--- src/hdl/aqi_pkg.sv ---
package aqi_pkg;

    // pollutant codes carried on the input tuser
    localparam logic [1:0] POLL_PM25 = 2'd0;
    localparam logic [1:0] POLL_PM10 = 2'd1;

    localparam int SEG_COUNT = 7;
    localparam int SEG_W     = $clog2(SEG_COUNT);

    // reciprocal scale: every product span * (c - c_low) stays below this
    localparam int          RECIP_SHIFT = 23;
    localparam int unsigned RECIP_ONE   = 32'd1 << RECIP_SHIFT;

    localparam int CONC_W  = 16;
    localparam int INDEX_W = 13;
    localparam int ILOW_W  = 9;
    localparam int SPAN_W  = 7;
    localparam int DEN_W   = 11;
    localparam int RECIP_W = 17;
    localparam int BRK_W   = 13;
    localparam int PROD_W  = SPAN_W + CONC_W;
    localparam int QUOT_W  = RECIP_W;
    localparam int REM_W   = DEN_W + 1;

    localparam logic [INDEX_W-1:0] INDEX_MAX = {INDEX_W{1'b1}};

    // one breakpoint segment, concentrations in tenths
    typedef struct packed {
        logic [BRK_W-1:0]   c_top;
        logic [BRK_W-1:0]   c_low;
        logic [ILOW_W-1:0]  i_low;
        logic [SPAN_W-1:0]  span;
        logic [DEN_W-1:0]   den;
        logic [RECIP_W-1:0] recip;
    } seg_t;

    localparam seg_t PM25_SEGS [SEG_COUNT] = '{
        '{13'd120,  13'd0,    9'd0,   7'd50,  11'd120,  RECIP_W'(RECIP_ONE / 120)},
        '{13'd354,  13'd121,  9'd51,  7'd49,  11'd233,  RECIP_W'(RECIP_ONE / 233)},
        '{13'd554,  13'd355,  9'd101, 7'd49,  11'd199,  RECIP_W'(RECIP_ONE / 199)},
        '{13'd1504, 13'd555,  9'd151, 7'd49,  11'd949,  RECIP_W'(RECIP_ONE / 949)},
        '{13'd2504, 13'd1505, 9'd201, 7'd99,  11'd999,  RECIP_W'(RECIP_ONE / 999)},
        '{13'd3504, 13'd2505, 9'd301, 7'd99,  11'd999,  RECIP_W'(RECIP_ONE / 999)},
        '{13'd5004, 13'd3505, 9'd401, 7'd99,  11'd1499, RECIP_W'(RECIP_ONE / 1499)}
    };

    localparam seg_t PM10_SEGS [SEG_COUNT] = '{
        '{13'd540,  13'd0,    9'd0,   7'd50,  11'd540,  RECIP_W'(RECIP_ONE / 540)},
        '{13'd1540, 13'd550,  9'd51,  7'd49,  11'd990,  RECIP_W'(RECIP_ONE / 990)},
        '{13'd2540, 13'd1550, 9'd101, 7'd49,  11'd990,  RECIP_W'(RECIP_ONE / 990)},
        '{13'd3540, 13'd2550, 9'd151, 7'd49,  11'd990,  RECIP_W'(RECIP_ONE / 990)},
        '{13'd4240, 13'd3550, 9'd201, 7'd99,  11'd690,  RECIP_W'(RECIP_ONE / 690)},
        '{13'd5040, 13'd4250, 9'd301, 7'd99,  11'd790,  RECIP_W'(RECIP_ONE / 790)},
        '{13'd6040, 13'd5050, 9'd401, 7'd99,  11'd990,  RECIP_W'(RECIP_ONE / 990)}
    };

    // classified item handed from the front to the back
    typedef struct packed {
        logic               status;
        logic               below;
        logic [CONC_W-1:0]  diff;
        logic [SPAN_W-1:0]  span;
        logic [DEN_W-1:0]   den;
        logic [RECIP_W-1:0] recip;
        logic [ILOW_W-1:0]  i_low;
    } work_t;

endpackage

--- src/hdl/air_quality_index_piecewise_unit.sv ---
// particulate air quality index (pm2.5 / pm10), piecewise linear on fixed breakpoints
//
// input channel s_*: s_tdata carries the concentration in tenths of ug/m3,
// s_tuser the pollutant code (pm2.5 or pm10, other codes flagged as errors)
// result channel m_*: m_tdata carries the index, m_tuser the error status;
// one result item per input item, in order
// path: front input register, queue, then the back pipeline into the output register
// throughput: one item per cycle when nothing stalls; the back end is a four-stage
// pipeline (span product, reciprocal multiply, remainder, correction) fed by a queue
// reset: aresetn low on a clock edge empties every stage and the queue; the block
// holds no other state
// stall: while m_tready is low and the output register is full, the back pipeline
// and output register hold; the front keeps filling the queue and drops s_tready
// only when the queue and the front register are both full
module air_quality_index_piecewise_unit #(
    parameter int QUEUE_DEPTH = 4
) (
    input  logic        aclk,
    input  logic        aresetn,
    // input items
    input  logic        s_tvalid,
    output logic        s_tready,
    input  logic [15:0] s_tdata,    // [15:0] concentration
    input  logic [1:0]  s_tuser,    // [1:0] pollutant
    // result items
    output logic        m_tvalid,
    input  logic        m_tready,
    output logic [15:0] m_tdata,    // [12:0] index_value, [15:13] zero
    output logic [0:0]  m_tuser     // [0] status
);

    logic                               push_valid;
    logic                               push_ready;
    aqi_pkg::work_t                     push_item;
    logic                               pop_valid;
    logic                               pop_ready;
    aqi_pkg::work_t                     pop_item;
    logic [$clog2(QUEUE_DEPTH+1)-1:0]   queue_fill;

    // front: input register with segment search and offset
    aqi_front u_front (
        .aclk       (aclk),
        .aresetn    (aresetn),
        .s_tvalid   (s_tvalid),
        .s_tready   (s_tready),
        .s_tdata    (s_tdata),
        .s_tuser    (s_tuser),
        .push_valid (push_valid),
        .push_ready (push_ready),
        .push_item  (push_item)
    );

    // short queue decoupling the front from the arithmetic pipeline
    aqi_queue #(
        .DEPTH (QUEUE_DEPTH)
    ) u_queue (
        .aclk       (aclk),
        .aresetn    (aresetn),
        .push_valid (push_valid),
        .push_ready (push_ready),
        .push_item  (push_item),
        .pop_valid  (pop_valid),
        .pop_ready  (pop_ready),
        .pop_item   (pop_item),
        .fill       (queue_fill)
    );

    // back: interpolation by reciprocal multiply and one-step correction
    aqi_back u_back (
        .aclk      (aclk),
        .aresetn   (aresetn),
        .pop_valid (pop_valid),
        .pop_ready (pop_ready),
        .pop_item  (pop_item),
        .m_tvalid  (m_tvalid),
        .m_tready  (m_tready),
        .m_tdata   (m_tdata),
        .m_tuser   (m_tuser)
    );

    // an error result always carries a zero index
    a_error_zero : assert property (@(posedge aclk) disable iff (!aresetn)
        m_tvalid && m_tuser[0] |-> m_tdata == 16'd0)
        else $error("error item with non-zero index");

    // the largest index reachable is pm10 at full scale
    a_index_bound : assert property (@(posedge aclk) disable iff (!aresetn)
        m_tvalid |-> m_tdata <= 16'd6449)
        else $error("index above reachable range");

    // queue never overfills
    a_queue_fill : assert property (@(posedge aclk) disable iff (!aresetn)
        queue_fill <= ($clog2(QUEUE_DEPTH+1))'(QUEUE_DEPTH))
        else $error("queue fill above depth");

    // a full front register with a full queue must hold off the input
    a_backpressure : assert property (@(posedge aclk) disable iff (!aresetn)
        push_valid && !push_ready |-> !s_tready)
        else $error("input accepted while front is blocked");

endmodule

--- src/hdl/aqi_front.sv ---
module aqi_front (
    input  logic                        aclk,
    input  logic                        aresetn,
    input  logic                        s_tvalid,
    output logic                        s_tready,
    input  logic [15:0]                 s_tdata,
    input  logic [1:0]                  s_tuser,
    output logic                        push_valid,
    input  logic                        push_ready,
    output aqi_pkg::work_t              push_item
);

    logic                               fr_valid_reg;
    logic                               fr_valid_next;
    aqi_pkg::work_t                     fr_item_reg;
    aqi_pkg::work_t                     cls_item;
    aqi_pkg::seg_t                      seg;
    logic [aqi_pkg::SEG_W-1:0]          seg_sel;
    logic [aqi_pkg::CONC_W-1:0]         conc;
    logic [aqi_pkg::CONC_W-1:0]         c_low_ext;
    logic                               accept;
    logic                               valid_kind;

    assign conc     = s_tdata[aqi_pkg::CONC_W-1:0];
    assign accept   = s_tvalid && s_tready;
    assign s_tready = !fr_valid_reg || push_ready;

    // segment search: first segment whose top covers the concentration
    always_comb begin
        seg_sel    = aqi_pkg::SEG_W'(aqi_pkg::SEG_COUNT - 1);
        valid_kind = (s_tuser == aqi_pkg::POLL_PM25) || (s_tuser == aqi_pkg::POLL_PM10);
        for (int i = aqi_pkg::SEG_COUNT - 1; i >= 0; i--) begin
            if (s_tuser == aqi_pkg::POLL_PM10) begin
                if (conc <= aqi_pkg::CONC_W'(aqi_pkg::PM10_SEGS[i].c_top)) begin
                    seg_sel = aqi_pkg::SEG_W'(i);
                end
            end else begin
                if (conc <= aqi_pkg::CONC_W'(aqi_pkg::PM25_SEGS[i].c_top)) begin
                    seg_sel = aqi_pkg::SEG_W'(i);
                end
            end
        end
        seg = (s_tuser == aqi_pkg::POLL_PM10) ? aqi_pkg::PM10_SEGS[seg_sel]
                                              : aqi_pkg::PM25_SEGS[seg_sel];
    end

    always_comb begin
        c_low_ext = aqi_pkg::CONC_W'(seg.c_low);
        cls_item  = '0;
        if (!valid_kind) begin
            cls_item.status = 1'b1;
        end else begin
            // a concentration in the gap below a segment lands under its i_low;
            // diff is then the distance down to c_low
            cls_item.below = conc < c_low_ext;
            cls_item.diff  = (conc < c_low_ext) ? c_low_ext - conc : conc - c_low_ext;
            cls_item.span  = seg.span;
            cls_item.den   = seg.den;
            cls_item.recip = seg.recip;
            cls_item.i_low = seg.i_low;
        end
    end

    always_comb begin
        fr_valid_next = fr_valid_reg;
        if (accept) begin
            fr_valid_next = 1'b1;
        end else if (push_ready) begin
            fr_valid_next = 1'b0;
        end
    end

    always_ff @(posedge aclk) begin
        if (!aresetn) begin
            fr_valid_reg <= 1'b0;
        end else begin
            fr_valid_reg <= fr_valid_next;
        end
    end

    always_ff @(posedge aclk) begin
        if (accept) begin
            fr_item_reg <= cls_item;
        end
    end

    assign push_valid = fr_valid_reg;
    assign push_item  = fr_item_reg;

endmodule

--- src/hdl/aqi_queue.sv ---
module aqi_queue #(
    parameter int DEPTH = 4
) (
    input  logic                        aclk,
    input  logic                        aresetn,
    input  logic                        push_valid,
    output logic                        push_ready,
    input  aqi_pkg::work_t              push_item,
    output logic                        pop_valid,
    input  logic                        pop_ready,
    output aqi_pkg::work_t              pop_item,
    output logic [$clog2(DEPTH+1)-1:0]  fill
);

    localparam int PTR_W = (DEPTH > 1) ? $clog2(DEPTH) : 1;
    localparam int CNT_W = $clog2(DEPTH + 1);

    aqi_pkg::work_t     mem_reg [DEPTH];
    logic [PTR_W-1:0]   wr_ptr_reg;
    logic [PTR_W-1:0]   wr_ptr_next;
    logic [PTR_W-1:0]   rd_ptr_reg;
    logic [PTR_W-1:0]   rd_ptr_next;
    logic [CNT_W-1:0]   count_reg;
    logic [CNT_W-1:0]   count_next;
    logic               push;
    logic               pop;

    assign push_ready = count_reg < CNT_W'(DEPTH);
    assign pop_valid  = count_reg != '0;
    assign push       = push_valid && push_ready;
    assign pop        = pop_valid && pop_ready;
    assign pop_item   = mem_reg[rd_ptr_reg];
    assign fill       = count_reg;

    always_comb begin
        wr_ptr_next = wr_ptr_reg;
        rd_ptr_next = rd_ptr_reg;
        count_next  = count_reg;
        if (push) begin
            wr_ptr_next = (wr_ptr_reg == PTR_W'(DEPTH - 1)) ? '0 : wr_ptr_reg + 1'b1;
        end
        if (pop) begin
            rd_ptr_next = (rd_ptr_reg == PTR_W'(DEPTH - 1)) ? '0 : rd_ptr_reg + 1'b1;
        end
        if (push && !pop) begin
            count_next = count_reg + 1'b1;
        end else if (pop && !push) begin
            count_next = count_reg - 1'b1;
        end
    end

    always_ff @(posedge aclk) begin
        if (!aresetn) begin
            wr_ptr_reg <= '0;
            rd_ptr_reg <= '0;
            count_reg  <= '0;
        end else begin
            wr_ptr_reg <= wr_ptr_next;
            rd_ptr_reg <= rd_ptr_next;
            count_reg  <= count_next;
        end
    end

    always_ff @(posedge aclk) begin
        if (push) begin
            mem_reg[wr_ptr_reg] <= push_item;
        end
    end

endmodule

--- src/hdl/aqi_back.sv ---
module aqi_back (
    input  logic                        aclk,
    input  logic                        aresetn,
    input  logic                        pop_valid,
    output logic                        pop_ready,
    input  aqi_pkg::work_t              pop_item,
    output logic                        m_tvalid,
    input  logic                        m_tready,
    output logic [15:0]                 m_tdata,
    output logic [0:0]                  m_tuser
);

    typedef struct packed {
        logic                           status;
        logic                           below;
        logic [aqi_pkg::DEN_W-1:0]      den;
        logic [aqi_pkg::ILOW_W-1:0]     i_low;
    } side_t;

    logic                               adv;

    // stage 1: product of span and offset
    logic                               s1_valid_reg;
    side_t                              s1_side_reg;
    logic [aqi_pkg::PROD_W-1:0]         s1_prod_reg;
    logic [aqi_pkg::RECIP_W-1:0]        s1_recip_reg;

    // stage 2: estimated quotient by reciprocal
    logic                               s2_valid_reg;
    side_t                              s2_side_reg;
    logic [aqi_pkg::PROD_W-1:0]         s2_prod_reg;
    logic [aqi_pkg::QUOT_W-1:0]         s2_quot_reg;
    logic [aqi_pkg::PROD_W+aqi_pkg::RECIP_W-1:0] s2_wide;

    // stage 3: remainder of the estimate
    logic                               s3_valid_reg;
    side_t                              s3_side_reg;
    logic [aqi_pkg::QUOT_W-1:0]         s3_quot_reg;
    logic [aqi_pkg::REM_W-1:0]          s3_rem_reg;
    logic [aqi_pkg::QUOT_W+aqi_pkg::DEN_W-1:0] s3_back;
    logic [aqi_pkg::QUOT_W+aqi_pkg::DEN_W-1:0] s3_rem_full;

    // stage 4: correction, offset and output register
    logic                               out_valid_reg;
    logic [aqi_pkg::INDEX_W-1:0]        out_index_reg;
    logic                               out_status_reg;
    logic [aqi_pkg::INDEX_W-1:0]        out_index_next;
    logic [aqi_pkg::QUOT_W-1:0]         quot_fix;
    logic [aqi_pkg::REM_W-1:0]          rem_fix;
    logic [aqi_pkg::QUOT_W:0]           ceil_quot;
    logic [aqi_pkg::QUOT_W:0]           index_sum;

    assign adv       = !out_valid_reg || m_tready;
    assign pop_ready = adv;

    assign s2_wide     = (aqi_pkg::PROD_W + aqi_pkg::RECIP_W)'(s1_prod_reg)
                       * (aqi_pkg::PROD_W + aqi_pkg::RECIP_W)'(s1_recip_reg);
    assign s3_back     = (aqi_pkg::QUOT_W + aqi_pkg::DEN_W)'(s2_quot_reg)
                       * (aqi_pkg::QUOT_W + aqi_pkg::DEN_W)'(s2_side_reg.den);
    assign s3_rem_full = (aqi_pkg::QUOT_W + aqi_pkg::DEN_W)'(s2_prod_reg) - s3_back;

    always_comb begin
        quot_fix  = s3_quot_reg
                  + aqi_pkg::QUOT_W'(s3_rem_reg >= aqi_pkg::REM_W'(s3_side_reg.den));
        rem_fix   = (s3_rem_reg >= aqi_pkg::REM_W'(s3_side_reg.den))
                  ? s3_rem_reg - aqi_pkg::REM_W'(s3_side_reg.den) : s3_rem_reg;
        // below c_low the floor steps down by the rounded-up quotient
        ceil_quot = (aqi_pkg::QUOT_W + 1)'(quot_fix)
                  + (aqi_pkg::QUOT_W + 1)'(rem_fix != '0);
        index_sum = (aqi_pkg::QUOT_W + 1)'(s3_side_reg.i_low)
                  + (aqi_pkg::QUOT_W + 1)'(quot_fix);
        if (s3_side_reg.status) begin
            out_index_next = '0;
        end else if (s3_side_reg.below) begin
            out_index_next = ((aqi_pkg::QUOT_W + 1)'(s3_side_reg.i_low) > ceil_quot)
                           ? aqi_pkg::INDEX_W'((aqi_pkg::QUOT_W + 1)'(s3_side_reg.i_low)
                                               - ceil_quot)
                           : '0;
        end else if (index_sum > (aqi_pkg::QUOT_W + 1)'(aqi_pkg::INDEX_MAX)) begin
            out_index_next = aqi_pkg::INDEX_MAX;
        end else begin
            out_index_next = index_sum[aqi_pkg::INDEX_W-1:0];
        end
    end

    always_ff @(posedge aclk) begin
        if (!aresetn) begin
            s1_valid_reg  <= 1'b0;
            s2_valid_reg  <= 1'b0;
            s3_valid_reg  <= 1'b0;
            out_valid_reg <= 1'b0;
        end else if (adv) begin
            s1_valid_reg  <= pop_valid;
            s2_valid_reg  <= s1_valid_reg;
            s3_valid_reg  <= s2_valid_reg;
            out_valid_reg <= s3_valid_reg;
        end
    end

    always_ff @(posedge aclk) begin
        if (adv) begin
            s1_side_reg.status <= pop_item.status;
            s1_side_reg.below  <= pop_item.below;
            s1_side_reg.den    <= pop_item.den;
            s1_side_reg.i_low  <= pop_item.i_low;
            s1_prod_reg        <= aqi_pkg::PROD_W'(pop_item.span) * aqi_pkg::PROD_W'(pop_item.diff);
            s1_recip_reg       <= pop_item.recip;

            s2_side_reg        <= s1_side_reg;
            s2_prod_reg        <= s1_prod_reg;
            s2_quot_reg        <= s2_wide[aqi_pkg::RECIP_SHIFT +: aqi_pkg::QUOT_W];

            s3_side_reg        <= s2_side_reg;
            s3_quot_reg        <= s2_quot_reg;
            s3_rem_reg         <= s3_rem_full[aqi_pkg::REM_W-1:0];

            out_index_reg      <= out_index_next;
            out_status_reg     <= s3_side_reg.status;
        end
    end

    assign m_tvalid = out_valid_reg;
    assign m_tdata  = {{(16 - aqi_pkg::INDEX_W){1'b0}}, out_index_reg};
    assign m_tuser  = out_status_reg;

endmodule

--- config.mk ---
export PLATFORM = sky130hd
export DESIGN_NAME = air_quality_index_piecewise_unit
export DESIGN_NICKNAME = d
export VERILOG_FILES = /design/src/hdl/aqi_pkg.sv /design/src/hdl/air_quality_index_piecewise_unit.sv /design/src/hdl/aqi_front.sv /design/src/hdl/aqi_queue.sv /design/src/hdl/aqi_back.sv
export SDC_FILE = /design/constraint.sdc
export NUM_CORES = 2
export LEC_CHECK = 0
export BUFFER_PORTS_ARGS = -buffer_cell sky130_fd_sc_hd__buf_2
export CORE_MARGIN = 2
export CORE_UTILIZATION = 55
export CTS_CLUSTER_SIZE = 8
export DETAILED_ROUTE_END_ITERATION = 10
export GPL_TIMING_DRIVEN = 0
export PLACE_DENSITY = 0.74
export SKIP_LAST_GASP = 1
export SYNTH_ARGS = -nofsm -noshare
export SYNTH_HDL_FRONTEND = slang
export SYNTH_SLANG_ARGS = --single-unit
--- constraint.sdc ---
create_clock -name aclk -period 6.49 [get_ports aclk]
set_input_delay 1.298 -clock aclk [delete_from_list [all_inputs] [get_ports aclk]]
set_output_delay 1.298 -clock aclk [all_outputs]
set_load 0.1 [all_outputs]
==> results.md <==
* Max H-tree Level at 3
* WL final at between 80,000 and 90,000 um
* Yosys cell types at 84
* Simple-Gate Fraction of Synth Area at 11.6%
* Layout area overhead at 12.2%
* Pre-CTS WS at -1740 ps
* Post-route ant nets at 0
* Max reg flops at 228
* # setup viols final at 0
* Clk Latency, worst-skew pair at about 600 ps
* Cells after DPL at 4,247
* Min-Delay Path Class: register to register
* CP top delay family: adder cells
* Syn avg cell area at between 10 and 15 sq um
* FFs w/ async S/R, synth at 0%
* Clk root buf: clkbuf_16
* Register area share after synthesis at between 30% and 40%
* Height of the die at 265 um
* Worst setup SP type: register
* Std cell rows at 95
* Final slew viol count at 0
* Mapped Area at roughly 0.038 sq mm
* Mux contribution to synthesized area at ~4%
* Hold Slack at a little over 400 ps
* Vias at ~25,000
* Largest family of logic cells by synthesized area: adder cells
* Vias in the first global route at 26,000
* RSZ-0062 raised after global routing: true
* Outcome: finished clean
* Final instance area at around 0.042 sq mm
* TritonCTS clock tree: built
* Ordered list of cells on the worst path: buf_6, and2_1, fa_1, inv_2, fa_1, fa_1, inv_1, fa_1, fa_1, inv_2, fa_1, inv_1, ha_2, nor3_4, o2111ai_2, o2bb2ai_4, o211ai_1, buf_4, a31oi_4, o21ai_4, a41oi_2, o21bai_1, xor2_1
* Final Hold Fails at 0
* DP Area at approximately 0.039 sq mm
* Final weighted congestion in routability-driven placement at between 0.9 and 1
* Most Frequent Cell on Critical Path: fa_1
* Layout Cells excl Fill at ~4,400
* Setup Skew at between 30 and 40 ps
* Core Area at slightly below 0.07 sq mm
* Met2 WL at roughly 43,000 um
* Max-Cap Viols at 0
* Routed wire per std cell at between 20 and 25 um
* Worst-margin pin slew at just under 1000 ps
* CP max stage delay at 550 ps
* Max Fclk at around 0.16 GHz
* Yosys reg bits at between 400 and 500
* Rel. slew slack at a little over a third
* Largest net degree at the start of global routing at 58
* Setup crit end kind: register
* Num CTS Buffers at 70
* Clock Sink Count at 475
* Clock slew at reported path FFs at 50 ps
* Post-synthesis xor/xnor area fraction at under 10%
* Final worst slack at around 110 ps
* Max stage delay cell, worst path: fa_1
* Worst Path Buf+Inv at 6
* Dominant synthesized flop cell: edfxtp_1
* Clk buf depth at 3
* Antenna violations before repair at 1
* Initial Util at between 50 and 60%
* Adder-Cell Fraction of Synth Area at ~30%
* Worst-path fanout max at 4
* Met3 WL post-DR at around 6400 um
* R2R Setup Slk at about 110 ps
* Congestion Overflow GR at 0
* Dpl hpwl at around 64,000 um
* Required time worst endpoint at ~6800 ps
* Mapped Cells at roughly 3,300
* Die width at about 270 um
* Crit path time final at about 6400 ps
* Total global-route track usage at 25.9%
* Layout cells sized above 1 at between 10% and 20%
* Average via count per standard cell at 5.70
* Met1 wire length at 35,700 um
* DR iter-0 viols at between 1,500 and 2,000
* Post-synth EDFFs at between 400 and 500
* Period utilisation layout at a little over nine tenths
* Top sig layer: met5
* DR pass1 iterations at 5
* First-pass GRT wire length at 141,000 um
* Final net count at between 4,000 and 5,000
* Synth warnings at 0
* # port buffers at 34
* Complex-gate fraction of the synthesized area at under 10%
* # DRC at 0
* Num ports at 41
* CP Class: register to register
* Arr. time, crit path at approximately 6700 ps
* Die area at 0.0704 sq mm
metal layers:
metal | vias to the layer above | GRT usage [%]
met2 | 1026 | 43.0
li1 | 11400 | -
met1 | 12400 | 33.9
met4 | 2 | 10.3
met5 | - | 0
met3 | 254 | 4.71
worst register-to-register path, stage by stage, from the launching register on:
cell and delay [ps]:
edfxtp_1 540, buf_6 190, and2_1 170, fa_1 520, inv_2 50, fa_1 480
fa_1 550, inv_1 50, fa_1 480, fa_1 550, inv_2 40, fa_1 480
inv_1 50, ha_2 170, nor3_4 230, o2111ai_2 170, o2bb2ai_4 280, o211ai_1 130
buf_4 180, a31oi_4 230, o21ai_4 100, a41oi_2 210, o21bai_1 120, xor2_1 160
stage by stage:
stage	util [%]	setup TNS (ps)
floorplan	-	0
global placement	57.7	-46460
detailed placement	58.0	-42590
CTS	61.8	-31.9
global route	62.6	-280
finish	62.6	0
cell families after synthesis:
| group | count (synthesis) |
|---|---|
| and+or+nand+nor | 894 |
| buffers and inverters | 723 |
| adders and majority gates | 681 |
| DFF | 475 |
| AOI/OAI and AO/OA | 358 |
| xor gates and xnor gates | 120 |
| muxes | 78 |
| other | 1 |
layout make-up:
class | count | area (sq um)
plain buffers | 124 | 771
well taps | 873 | 1090
inverters | 592 | 2230
fillers | 5060 | 25200
repair buffers | 99 | 801
clock buffers | 83 | 1800
flip-flops and latches | 475 | 14100
multi-input cells | 2134 | 21200
clock inverters | 12 | 181
diodes | 1 | 2.50
cells in the final DEF (no fill, tap or decap), types with 53 or more instances in the layout:
cell	n
clkbuf_16	70
nor2_1	93
a21oi_1	95
and2_1	215
ha_1	287
o21ai_0	53
buf_4	64
xnor2_1	88
inv_1	569
fa_1	373
nand2_1	372
mux4_2	57
clkbuf_1	59
edfxtp_1	461
path summary, 6_finish.rpt:
check,startpoint,to,depth (start not counted)
setup / recovery,u_back.s1_recip_reg[6]$_DFFE_PN_,u_back.s2_quot_reg[9]$_DFFE_PN_,23
hold reg to reg,u_back.s1_side_reg[11]$_DFFE_PN_,u_back.s2_side_reg[11]$_DFFE_PN_,0
hold / removal,u_back.s1_side_reg[11]$_DFFE_PN_,u_back.s2_side_reg[11]$_DFFE_PN_,0
setup reg to reg,u_back.s1_recip_reg[6]$_DFFE_PN_,u_back.s2_quot_reg[9]$_DFFE_PN_,23
cell usage after synthesis (all sizes together), types with 4 or more instances:
cell type | number | area share, %
buf | 18 | 0.29
mux4 | 57 | 3.4
a31oi | 12 | 0.20
nand2 | 382 | 3.8
a22o | 4 | 0.093
and3 | 12 | 0.20
o41ai | 7 | 0.16
dfxtp | 14 | 0.75
a211oi | 12 | 0.24
nand3 | 32 | 0.47
mux2i | 17 | 0.45
fa | 380 | 20
o31a | 4 | 0.093
a31o | 5 | 0.12
edfxtp | 461 | 37
o211ai | 7 | 0.14
o21bai | 14 | 0.28
nor2b | 24 | 0.40
inv | 591 | 5.9
or3 | 14 | 0.23
xor2 | 31 | 0.72
a221oi | 16 | 0.54
ha | 300 | 10
a21boi | 14 | 0.28
o21a | 15 | 0.30
o21ai | 65 | 0.87
mux2 | 4 | 0.12
nand2b | 15 | 0.25
or2 | 8 | 0.13
o311ai | 4 | 0.093
a21o | 25 | 0.50
o2111ai | 4 | 0.093
o22ai | 4 | 0.067
nor2 | 98 | 0.98
a2111oi | 5 | 0.12
o31ai | 11 | 0.22
nand4 | 16 | 0.27
nor3 | 39 | 0.55
and2 | 223 | 3.7
a21oi | 105 | 1.4
clkbuf | 113 | 1.1
or4 | 10 | 0.21
xnor2 | 89 | 2.1
nor4 | 14 | 0.25
repair_timing:
action | in CTS | in global routing
hold buffers | 0 | 0
gates resized for setup | 127 | 161
setup buffers | 33 | 25
pin swaps | 18 | 76
setup endpoints to repair | 37 | 39
Power is not shown: default switching activity piles up to over one toggle a cycle in this logic, so the estimate is an artifact.
